## src/sv/assert_macros.svh

```systemverilog
// assertion macros shared by the allocator rtl
// no dependencies
`ifndef ASSERT_MACROS_SVH
`define ASSERT_MACROS_SVH
// implication checked every clock outside reset
`define ASSERT_IMPL(label, clk, rst_n, ante, cons) \
    label: assert property (@(posedge clk) disable iff (!rst_n) (ante) |-> (cons)) \
        else $error("assertion failed");
// implication whose consequent is checked in the following clock
`define ASSERT_NEXT(label, clk, rst_n, ante, cons) \
    label: assert property (@(posedge clk) disable iff (!rst_n) (ante) |=> (cons)) \
        else $error("assertion failed");
`endif

```

## src/sv/ffha_pkg.sv

```systemverilog
// shared types and constants for the first-fit heap allocator
// no dependencies
package ffha_pkg;
    localparam int unsigned FIELD_W = 15;
    localparam int unsigned STATUS_W = 3;

    typedef enum logic [1:0] {
        ACT_ALLOC   = 2'd0,
        ACT_ZALLOC  = 2'd1,
        ACT_RELEASE = 2'd2,
        ACT_RESIZE  = 2'd3
    } t_action;

    typedef enum logic [2:0] {
        ST_OK      = 3'd0,
        ST_NULL    = 3'd1,
        ST_SPACE   = 3'd2,
        ST_FULL    = 3'd3,
        ST_UNKNOWN = 3'd4
    } t_status;

    typedef enum logic [3:0] {
        S_IDLE,
        S_MUL,
        S_DISPATCH,
        S_FIND_RD,
        S_FIND_CHK,
        S_FIT_RD,
        S_FIT_CHK,
        S_APPEND,
        S_REL_RD,
        S_REL_CHK,
        S_DONE
    } t_state;

    typedef struct packed {
        logic [FIELD_W-1:0] address;
        logic [FIELD_W-1:0] request_size;
        logic [FIELD_W-1:0] element_count;
        logic [1:0]         action;
    } t_req;

    typedef struct packed {
        logic [FIELD_W-1:0] result_address;
        logic [2:0]         status;
        logic [FIELD_W-1:0] move_from;
        logic [FIELD_W-1:0] move_length;
        logic [FIELD_W-1:0] clear_length;
    } t_rsp;
endpackage

```

## src/sv/ffha_mul.sv

```systemverilog
// shift-and-add multiplier, one bit of the multiplier per cycle
// depends on ffha_pkg
module ffha_mul (
    input  logic                                 i_clk,
    input  logic                                 i_rst_n,
    input  logic                                 i_start,
    input  logic [ffha_pkg::FIELD_W-1:0]         i_a,
    input  logic [ffha_pkg::FIELD_W-1:0]         i_b,
    output logic                                 o_done,
    output logic [2*ffha_pkg::FIELD_W-1:0]       o_prod
);
    import ffha_pkg::*;

    localparam int unsigned CNT_W = $clog2(FIELD_W + 1);

    logic [2*FIELD_W-1:0] r_acc, n_acc;
    logic [2*FIELD_W-1:0] r_mcand, n_mcand;
    logic [FIELD_W-1:0]   r_mplier, n_mplier;
    logic [CNT_W-1:0]     r_cnt, n_cnt;
    logic                 r_busy, n_busy;

    // one add per step
    always_comb begin
        n_acc    = r_acc;
        n_mcand  = r_mcand;
        n_mplier = r_mplier;
        n_cnt    = r_cnt;
        n_busy   = r_busy;
        if (i_start) begin
            n_acc    = '0;
            n_mcand  = {{FIELD_W{1'b0}}, i_a};
            n_mplier = i_b;
            n_cnt    = CNT_W'(FIELD_W);
            n_busy   = 1'b1;
        end else if (r_busy) begin
            if (r_mplier[0]) begin
                n_acc = r_acc + r_mcand;
            end
            n_mcand  = r_mcand << 1;
            n_mplier = r_mplier >> 1;
            n_cnt    = r_cnt - 1'b1;
            if (r_cnt == CNT_W'(1)) begin
                n_busy = 1'b0;
            end
        end
    end

    always_ff @(posedge i_clk) begin
        if (!i_rst_n) begin
            r_busy <= 1'b0;
            r_cnt  <= '0;
        end else begin
            r_busy <= n_busy;
            r_cnt  <= n_cnt;
        end
        r_acc    <= n_acc;
        r_mcand  <= n_mcand;
        r_mplier <= n_mplier;
    end

    assign o_done = r_busy && (r_cnt == CNT_W'(1));
    assign o_prod = n_acc;
endmodule

```

## config.mk

```make
export PLATFORM = sky130hd
export DESIGN_NAME = ffha_mul
export DESIGN_NICKNAME = d
export VERILOG_FILES = /design/src/sv/assert_macros.svh /design/src/sv/ffha_pkg.sv /design/src/sv/ffha_mul.sv
export SDC_FILE = /design/constraint.sdc
export NUM_CORES = 1
export LEC_CHECK = 0
export ABC_CLOCK_PERIOD_IN_PS = 4200
export BUFFER_PORTS_ARGS = -buffer_cell sky130_fd_sc_hd__buf_2
export CAP_MARGIN = 10
export CORE_AREA = 5 5 113 142
export CTS_CLUSTER_SIZE = 20
export DETAILED_ROUTE_END_ITERATION = 10
export DIE_AREA = 0 0 118 147
export PLACE_DENSITY = 0.57
export SYNTH_ARGS = -nofsm -noshare
export SYNTH_HDL_FRONTEND = slang
export SYNTH_SLANG_ARGS = --single-unit
export TNS_END_PERCENT = 10
```

## constraint.sdc

```tcl
create_clock -name i_clk -period 4.2 [get_ports i_clk]
set_input_delay 0.84 -clock i_clk [delete_from_list [all_inputs] [get_ports i_clk]]
set_output_delay 0.84 -clock i_clk [all_outputs]
set_load 0.02 [all_outputs]
```

==> results of run 1 <==
[what timing repair did]
item / CTS / global route
resized for setup: 0 / 6
endpoints found under the setup margin: 0 / 3
setup buffers: 0 / 0
[worst paths after layout]
check | end | slack (ns) | cells past startpoint
min | r_acc[16] | 0.48 | 2
max | o_prod[28] | 0.1 | 11
max reg2reg | r_acc[28] | 1.37 | 10
min reg2reg | r_acc[16] | 0.48 | 2
[kinds of logic after synthesis]
kind of cell,Yosys count
mux,44
xor+xnor,14
simple gates,158
compound gates,144
flops,80
fa+ha+maj,32
buf+inv,38
[layout by cell type (no fill, tap or decap), types with 13 or more instances in the layout]
cell and instances:
sky130_fd_sc_hd__a21o_1 20, sky130_fd_sc_hd__a21oi_1 41, sky130_fd_sc_hd__buf_2 60, sky130_fd_sc_hd__dfxtp_1 50, sky130_fd_sc_hd__edfxtp_1 30, sky130_fd_sc_hd__ha_1 31, sky130_fd_sc_hd__inv_1 13, sky130_fd_sc_hd__mux2_2 27
sky130_fd_sc_hd__mux2i_1 17, sky130_fd_sc_hd__nand2_1 40, sky130_fd_sc_hd__nand3_1 21, sky130_fd_sc_hd__nor2_1 40, sky130_fd_sc_hd__o21ai_0 18
[through the flow]
stage               setup TNS, ns  area (sq um)
CTS                             0          5610
global route              -0.0876          5630
detailed placement              0          5310
floorplan                       0          4850
global placement                0          5310
finish                          0          5630
[routing by layer]
metal	vias to the layer above	GRT usage, %	part of all wire [%]
met5	-	0	0
met4	0	4.93	1.5
li1	2010	-	-
met3	14	3.23	3.9
met1	1845	16.1	44
met2	72	23.4	50
[power groups by stage]
stage / Sequential (mW) / Combinational (mW) / Clock (mW)
2_1_floorplan: 0.896 / 0.263 / 0
3_3_place_gp: 0.905 / 0.336 / 0
3_5_place_dp: 0.907 / 0.340 / 0
4_1_cts: 0.890 / 0.343 / 0.824
5_1_grt: 0.895 / 0.381 / 0.861
6_report: 0.889 / 0.341 / 0.802
[worst max-delay path, stage by stage, from the launching register on]
cell	delay, ns
sky130_fd_sc_hd__edfxtp_1	0.35
sky130_fd_sc_hd__ha_1	0.18
sky130_fd_sc_hd__inv_1	0.07
sky130_fd_sc_hd__fa_1	0.38
sky130_fd_sc_hd__and2b_4	0.28
sky130_fd_sc_hd__o211ai_1	0.11
sky130_fd_sc_hd__a311o_1	0.36
sky130_fd_sc_hd__a211oi_2	0.35
sky130_fd_sc_hd__a211oi_2	0.16
sky130_fd_sc_hd__or2_1	0.26
sky130_fd_sc_hd__o221ai_1	0.24
sky130_fd_sc_hd__buf_4	0.19
[final cells by class]
cell class	count	area, sq um
fillers	1521	9010
clock buffers	9	225
well taps	182	228
inverters	13	48.8
multi-input cells	392	2770
clock inverters	7	80.1
flip-flops and latches	80	1900
repair buffers	69	380
[flip-flops by register name, indices dropped and copies added (netlist names)]
register,count
r_mplier,15
r_acc,30
r_busy,1
r_mcand,30
r_cnt,4
==> results.sh, run 1 <==
export IMPL_run_status="complete, no violations"
export IMPL_synth_cell_area_sq_um=4850
export IMPL_area_growth_synth_to_final_pct=16.0
export IMPL_startpoint="r_mcand[0]"
export IMPL_cts_buffers_inserted=9
export IMPL_timing_critical_path_fanout_max=4
export IMPL_yosysWarningCount=0
export IMPL_power_frac_comb_pct=16.8
export IMPL_timing_rr_start="r_mcand[0]"
export IMPL_route_detailed_vias_per_inst=5.24
export IMPL_synth_largest_area_cell="sky130_fd_sc_hd__dfxtp_1"
export IMPL_latest_clock_arrival_within_the_worst_skew_pair_ns=0.34
export IMPL_worstHoldPathType="reg -> reg"
export IMPL_slew_limit_headroom_pct=51.2
export IMPL_netSwitchingFraction_pct=27.6
export IMPL_clkSinkCount=80
export IMPL_yosys_register_bits=80
export IMPL_critPathCaptureType="output port"
export IMPL_cellInternalPower_mw=1.47
export IMPL_chipHeight_um=147
export IMPL_p_sw_mw=0.561
export IMPL_finalWeightedCongestion=0.830
export IMPL_initial_core_util_pct=33.2
export IMPL_floorplan_rows=50
export IMPL_grt_start_max_net_pins=76
export IMPL_yosysUniqueCellTypes=66
export IMPL_setup_viol=0
export IMPL_final_period_minus_worst_setup_slack_ns=4.10
export IMPL_cp_arrival_ns=3.26
export IMPL_mux_cell_area_share_after_synthesis_pct=9.77
export IMPL_layout_core_utilization_pct=38.5
export IMPL_timing_hold_worst_start="r_acc[16]"
export IMPL_synthesized_instance_count=510
export IMPL_synth_top_family_by_area="compound AO/OA/AOI/OAI gates"
export IMPL_clockRootBuffer="sky130_fd_sc_hd__clkbuf_16"
export IMPL_cellPowerDensity_nw_per_um2=361
export IMPL_post_place_cells=736
export IMPL_ctsLongestPathBuffers=2
export IMPL_share_of_the_cycle_needed_by_the_critical_path_after_routing_pct=97.7
export IMPL_crit_required_ns=3.36
export IMPL_gr_total_overflow=0
export IMPL_ant_diodes=0
export IMPL_cell_with_the_most_instances_after_synthesis="sky130_fd_sc_hd__dfxtp_1"
export IMPL_dp_worst_slack_ns=0.402
export IMPL_nNetsFinal=630
export IMPL_max_cap_viol_count=0
export IMPL_number_of_top_level_design_ports=64
export IMPL_drt_total_wl_um=11800
export IMPL_seq_power_share_pct=43.8
export IMPL_grt_pass1_wl_um=19400
export IMPL_timing_worst_setup_path_type="reg -> out"
export IMPL_post_synth_simple_gate_area_pct=16.2
export IMPL_clock_skew_ns=0.00486
export IMPL_wl_per_cell_um=15.6
export IMPL_worst_slew_pin_transition_ns=0.732
export IMPL_post_layout_nonfiller_instances=752
export IMPL_ctsHtreeMaxLevel=3
export IMPL_clockPowerShare_pct=39.5
export IMPL_hold_worst_slack_ns=0.478
export IMPL_dp_hpwl_um=8710
export IMPL_placeableCoreArea_sq_um=14600
export IMPL_floorplan_die_area_sq_um=17300
export IMPL_tritoncts_clock_tree="yes"
export IMPL_synth_top_cell_area_share_pct=20.6
export IMPL_setup_ws_ns=0.0981
export IMPL_number_of_flops_mapped_to_enable_cells_by_yosys=30
export IMPL_cts_hold_buffers_added=0
export IMPL_drtIter0Drc=117
export IMPL_synth_nets=575
export IMPL_drive_gt1_share_pct=22.3
export IMPL_synthXorXnorAreaFrac_pct=2.53
export IMPL_die_w_um=118
export IMPL_drt_antenna_violating_nets=0
export IMPL_maximum_vdd_ir_drop_uv=205
export IMPL_fmaxAchievable_mhz=244
export IMPL_synth_adder_area_share_pct=8.40
export IMPL_power_leakage_nw=2.36
export IMPL_ys_seq_area_share_pct=39.2
export IMPL_rsz0062_at_grt="true"
export IMPL_power_total_mw=2.03
export IMPL_path_clk_slew_ns=0.07
export IMPL_drt_drc_violations_left=0
export IMPL_numPortBuffers=63
export IMPL_initial_antenna_violation_count=0
export IMPL_detailroute_via_count=3941
export IMPL_detailedRoute_firstPassIterationCount=4
export IMPL_synth_compound_area_share_pct=19.8
export IMPL_avgSynthCellArea_sq_um=9.52
export IMPL_ys_flop_type="sky130_fd_sc_hd__dfxtp_1"
export IMPL_worstSetupStartpointType="flip-flop"
export IMPL_share_of_synthesized_registers_carrying_an_async_set_or_reset_pct=0
export IMPL_post_synth_main_area_contributors="sky130_fd_sc_hd__dfxtp_1 (21%), sky130_fd_sc_hd__edfxtp_1 (19%), sky130_fd_sc_hd__ha_1 (8.0%)"
export IMPL_number_of_global_route_vias_before_repair=3977
export IMPL_finalHoldViolCount=0
export IMPL_globalRouteTotalUtil_pct=13.5
export IMPL_synthTopCellsByCount="sky130_fd_sc_hd__dfxtp_1 (50), sky130_fd_sc_hd__a21oi_1 (41), sky130_fd_sc_hd__nand2_1 (40), sky130_fd_sc_hd__nor2_1 (40), sky130_fd_sc_hd__ha_1 (31)"
export IMPL_report_final_slew_viol_count=0
Note: power is estimated with default switching activity, not from simulation.
==> run 2, diff against run 1 <==
ABC_CLOCK_PERIOD_IN_PS = 5300   (was 4200)
MAX_ROUTING_LAYER = met4   (was default)
clock period = 5.3 ns   (was 4.2 ns; I/O delays follow)
==> results.sh, run 2 (synthesis results as in run 1) <==
export IMPL_chipHeight_um=147
export IMPL_wl_per_cell_um=15.6
export IMPL_dp_hpwl_um=8760
export IMPL_path_clk_slew_ns=0.06
export IMPL_timing_critical_path_fanout_max=4
export IMPL_cts_hold_buffers_added=0
export IMPL_floorplan_rows=50
export IMPL_worstHoldPathType="reg -> reg"
export IMPL_gr_total_overflow=0
export IMPL_placeableCoreArea_sq_um=14600
export IMPL_tritoncts_clock_tree="yes"
export IMPL_globalRouteMet3Util_pct=2.54
export IMPL_ctsLongestPathBuffers=2
export IMPL_reg_top3="r_acc (30), r_mcand (30), r_mplier (15)"
export IMPL_cp_arrival_ns=3.29
export IMPL_floorplan_die_area_sq_um=17300
export IMPL_fin_setup_tns_ns=0
export IMPL_critPathCaptureType="output port"
export IMPL_design_area_sq_um=5560
export IMPL_grt_pass1_wl_um=19900
export IMPL_grt_start_max_net_pins=51
export IMPL_nNetsFinal=628
export IMPL_die_w_um=118
export IMPL_drt_antenna_violating_nets=0
export IMPL_route_detailed_vias_per_inst=5.36
export IMPL_ctsResizeCount=0
export IMPL_initial_antenna_violation_count=0
export IMPL_cellPowerDensity_nw_per_um2=280
export IMPL_run_status="complete, no violations"
export IMPL_drt_drc_violations_left=0
export IMPL_rsz0062_at_grt="false"
export IMPL_clock_skew_ns=0.00470
export IMPL_share_of_the_cycle_needed_by_the_critical_path_after_routing_pct=82.1
export IMPL_worst_slew_pin_transition_ns=0.798
export IMPL_drive_gt1_share_pct=21.5
export IMPL_power_leakage_nw=2.33
export IMPL_fmaxAchievable_mhz=230
export IMPL_number_of_top_level_design_ports=64
export IMPL_global_route_usage_met1_pct=17.3
export IMPL_postCtsSetupRepairBufs=0
export IMPL_layout_core_utilization_pct=38.0
export IMPL_detailroute_via_count=4018
export IMPL_ant_diodes=0
export IMPL_globalRouteMet2Util_pct=23.7
export IMPL_maximum_vdd_ir_drop_uv=208
export IMPL_finalHoldViolCount=0
export IMPL_drt_total_wl_um=11700
export IMPL_most_common_layout_cells="sky130_fd_sc_hd__buf_2 (63), sky130_fd_sc_hd__dfxtp_1 (50), sky130_fd_sc_hd__a21oi_1 (41)"
export IMPL_post_layout_nonfiller_instances=750
export IMPL_numPortBuffers=63
export IMPL_detailedRoute_firstPassIterationCount=4
export IMPL_cts_buffers_inserted=9
export IMPL_finalWeightedCongestion=0.866
export IMPL_max_cap_viol_count=0
export IMPL_ctsHtreeMaxLevel=3
export IMPL_area_growth_synth_to_final_pct=14.5
export IMPL_commonest_non_fill_non_tap_cell_in_the_layout="sky130_fd_sc_hd__buf_2"
export IMPL_post_dp_cell_area_sq_um=5280
export IMPL_initial_core_util_pct=33.2
export IMPL_globalRouteTotalUtil_pct=14.1
export IMPL_top_usage_layer="met2"
export IMPL_setup_viol=0
export IMPL_report_final_slew_viol_count=0
export IMPL_timing_worst_setup_path_type="reg -> out"
export IMPL_clockRootBuffer="sky130_fd_sc_hd__clkbuf_16"
export IMPL_number_of_global_route_vias_before_repair=4039
export IMPL_final_period_minus_worst_setup_slack_ns=4.35
export IMPL_slew_limit_headroom_pct=46.7
export IMPL_drtIter0Drc=134
export IMPL_crit_required_ns=4.24
export IMPL_post_place_cells=734
export IMPL_worstSetupStartpointType="flip-flop"
export IMPL_clkSinkCount=80
export IMPL_latest_clock_arrival_within_the_worst_skew_pair_ns=0.34
run 2: cell types whose count changed in the layout (fill, tap and decap cells not counted), sizes merged:
| cell | change |
|---|---|
| buf | -2 |
| clkinv | -2 |
| clkinvlp | +2 |
| bufinv | -1 |
| inv | +1 |
run 2: worst paths after layout:
check	start	endpoint	slack, ns	cells past startpoint
setup reg to reg	r_mcand[0]	r_acc[16]	2.47	10
hold reg to reg	r_acc[6]	r_acc[6]	0.48	2
setup / recovery	r_mcand[0]	o_prod[16]	0.95	11
hold / removal	r_acc[6]	r_acc[6]	0.48	2
run 2: stage by stage:
stage / setup slack, ns / hold WS, ns / total power [mW]
detailed placement: 1.33 / 0.470 / 0.986
global placement: 1.37 / 0.471 / 0.981
finish: 0.947 / 0.480 / 1.56
global route: 0.739 / 0.503 / 1.64
CTS: 0.948 / 0.480 / 1.58
floorplan: 1.65 / 0.487 / 0.919
run 2: report_power, final:
group / switching, mW / internal [mW] / total, mW
combinational: 0.154 / 0.110 / 0.264
sequential: 0.0224 / 0.684 / 0.706
clock: 0.266 / 0.321 / 0.587
total: 0.443 / 1.11 / 1.56
run 2: per-layer routing:
metal	routed length [um]	up-vias
li1	-	2003
met1	5370	1900
met2	5770	102
met3	367	13
met4	197	0
met5	0	-
run 2: worst max-delay path, stage by stage, from the launching register on:
cell and delay, ns:
sky130_fd_sc_hd__edfxtp_1 0.35, sky130_fd_sc_hd__ha_1 0.17, sky130_fd_sc_hd__inv_1 0.05, sky130_fd_sc_hd__fa_1 0.36, sky130_fd_sc_hd__and2b_4 0.28, sky130_fd_sc_hd__o211ai_1 0.11
sky130_fd_sc_hd__a311o_1 0.41, sky130_fd_sc_hd__a2111oi_1 0.58, sky130_fd_sc_hd__nor3_1 0.09, sky130_fd_sc_hd__nand3b_1 0.17, sky130_fd_sc_hd__a21oi_1 0.18, sky130_fd_sc_hd__buf_2 0.20
run 2: cell type report:
class / instances / area (sq um)
clock inverter: 7 / 53.8
inverter: 13 / 48.8
multi-input combinational: 392 / 2750
sequential: 80 / 1900
tap: 182 / 228
fill: 1539 / 9080
timing repair buffer: 67 / 345
clock buffer: 9 / 225
==> run 3, diff against run 2 <==
ABC_CLOCK_PERIOD_IN_PS = 4100   (was 5300)
clock period = 4.1 ns   (was 5.3 ns; I/O delays follow)
==> results.sh, run 3 (synthesis results as in run 1) <==
export IMPL_run_status="complete, no violations"
export IMPL_worst_slew_pin_transition_ns=0.723
export IMPL_timing_critical_path_fanout_max=3
export IMPL_worst_hold_path_endpoint="r_acc[5]"
export IMPL_report_final_slew_viol_count=0
export IMPL_setup_ws_ns=0.143
export IMPL_drtIter0Drc=147
export IMPL_ctsLongestPathBuffers=2
export IMPL_die_w_um=118
export IMPL_clock_skew_ns=0.00838
export IMPL_nNetsFinal=633
export IMPL_post_layout_nonfiller_instances=755
export IMPL_clkSinkCount=80
export IMPL_post_place_cells=736
export IMPL_finalHoldViolCount=0
export IMPL_cts_buffers_inserted=9
export IMPL_timing_worst_setup_path_type="reg -> out"
export IMPL_cp_arrival_ns=3.14
export IMPL_number_of_top_level_design_ports=64
export IMPL_max_cap_viol_count=0
export IMPL_path_clk_slew_ns=0.06
export IMPL_grt_start_max_net_pins=54
export IMPL_dp_hpwl_um=8700
export IMPL_regToRegEndpoint="r_acc[16]"
export IMPL_grt_pass1_wl_um=19400
export IMPL_chipHeight_um=147
export IMPL_r2r_setup_slack_ns=1.42
export IMPL_drive_gt1_share_pct=23.4
export IMPL_drt_drc_violations_left=0
export IMPL_power_total_mw=2.02
export IMPL_wl_per_cell_um=15.6
export IMPL_initial_core_util_pct=33.2
export IMPL_worst_r2r_path_depth=11
export IMPL_commonest_non_fill_non_tap_cell_in_the_layout="sky130_fd_sc_hd__buf_2"
export IMPL_gr_total_overflow=0
export IMPL_drt_total_wl_um=11800
export IMPL_cts_hold_buffers_added=0
export IMPL_worstHoldPathType="reg -> reg"
export IMPL_hold_worst_slack_ns=0.481
export IMPL_cellPowerDensity_nw_per_um2=357
export IMPL_share_of_the_cycle_needed_by_the_critical_path_after_routing_pct=96.5
export IMPL_tritoncts_clock_tree="yes"
export IMPL_clockRootBuffer="sky130_fd_sc_hd__clkbuf_16"
export IMPL_timing_rr_start="r_mcand[0]"
export IMPL_setup_viol=0
export IMPL_area_growth_synth_to_final_pct=16.2
export IMPL_slew_limit_headroom_pct=51.8
export IMPL_route_detailed_vias_per_inst=5.24
export IMPL_finalWeightedCongestion=0.857
export IMPL_initial_antenna_violation_count=0
export IMPL_reg_top3="r_acc (30), r_mcand (30), r_mplier (15)"
export IMPL_ctsHtreeMaxLevel=3
export IMPL_dp_worst_slack_ns=0.356
export IMPL_ant_diodes=0
export IMPL_drt_antenna_violating_nets=0
export IMPL_globalRouteTotalUtil_pct=13.8
export IMPL_number_of_global_route_vias_before_repair=4023
export IMPL_fmaxAchievable_mhz=253
export IMPL_floorplan_die_area_sq_um=17300
export IMPL_power_leakage_nw=2.36
export IMPL_most_common_layout_cells="sky130_fd_sc_hd__buf_2 (60), sky130_fd_sc_hd__dfxtp_1 (50), sky130_fd_sc_hd__a21oi_1 (41)"
export IMPL_latest_clock_arrival_within_the_worst_skew_pair_ns=0.34
export IMPL_detailedRoute_firstPassIterationCount=4
export IMPL_numPortBuffers=63
export IMPL_maximum_vdd_ir_drop_uv=214
export IMPL_placeableCoreArea_sq_um=14600
export IMPL_worstSetupStartpointType="flip-flop"
export IMPL_final_period_minus_worst_setup_slack_ns=3.96
export IMPL_floorplan_rows=50
export IMPL_timing_hold_worst_start="r_acc[5]"
export IMPL_detailroute_via_count=3957
export IMPL_crit_required_ns=3.28
export IMPL_hold_depth=2
export IMPL_critPathCaptureType="output port"
==> run 3: cell types whose count changed in the layout (fill, tap and decap cells not counted), sizes merged <==
cell	change
buf	+5
clkinv	+2
clkinvlp	-2
==> run 3: how the worst max path moves through the flow <==
stage | startpoint | endpoint | slack (ns) | cells past startpoint
finish | r_mcand[0] | o_prod[16] | 0.14 | 12
CTS | r_mcand[0] | o_prod[28] | 0.007 | 11
floorplan | r_mcand[0] | o_prod[28] | 0.69 | 10
global placement | r_mcand[0] | o_prod[16] | 0.39 | 11
global route | r_mcand[0] | o_prod[24] | -0.01 | 11
detailed placement | r_mcand[0] | o_prod[16] | 0.36 | 11
==> run 3: layout make-up <==
| type | instances | area (sq um) |
|---|---|---|
| clock buffers | 9 | 225 |
| clock inverters | 7 | 55.1 |
| fillers | 1514 | 9000 |
| inverters | 13 | 48.8 |
| multi-input cells | 392 | 2780 |
| flip-flops and latches | 80 | 1900 |
| well taps | 182 | 228 |
| repair buffers | 72 | 403 |
==> run 3: worst max-delay path, cell delays in order, from the launching register on <==
cell and delay, ns:
sky130_fd_sc_hd__edfxtp_1 0.36, sky130_fd_sc_hd__ha_2 0.20, sky130_fd_sc_hd__inv_2 0.04, sky130_fd_sc_hd__fa_2 0.32
sky130_fd_sc_hd__and2b_4 0.26, sky130_fd_sc_hd__o211ai_1 0.10, sky130_fd_sc_hd__a311o_1 0.34, sky130_fd_sc_hd__buf_4 0.16
sky130_fd_sc_hd__a2111oi_2 0.40, sky130_fd_sc_hd__nor3_1 0.07, sky130_fd_sc_hd__nand3b_1 0.16, sky130_fd_sc_hd__a21oi_1 0.18
sky130_fd_sc_hd__buf_2 0.20
==> run 3: metal layers <==
metal	routed length, um	up-vias	track usage, %
li1	-	2013	-
met1	5310	1858	16.0
met2	5970	71	24.0
met3	312	15	3.04
met4	191	0	4.19
met5	0	-	-
==> run 3: metrics by stage <==
step	util [%]	setup TNS (ns)	area, sq um
after floorplan	-	0	4850
final	38.5	0	5640
after CTS	38.2	0	5590
after detailed placement	36.2	0	5310
after global routing	38.5	-0.0205	5640
after global placement	36.2	0	5310
==> run 3: what timing repair did <==
item / 4_1_cts / 5_1_grt
buffers inserted: 0 / 3
pin swaps: 0 / 7
resized for setup: 1 / 9
setup endpoints to repair: 1 / 5
==> run 3: power breakdown <==
group | total [mW] | internal [mW] | switching (mW)
clock | 0.752 | 0.416 | 0.336
combinational | 0.353 | 0.147 | 0.206
sequential | 0.911 | 0.884 | 0.0269
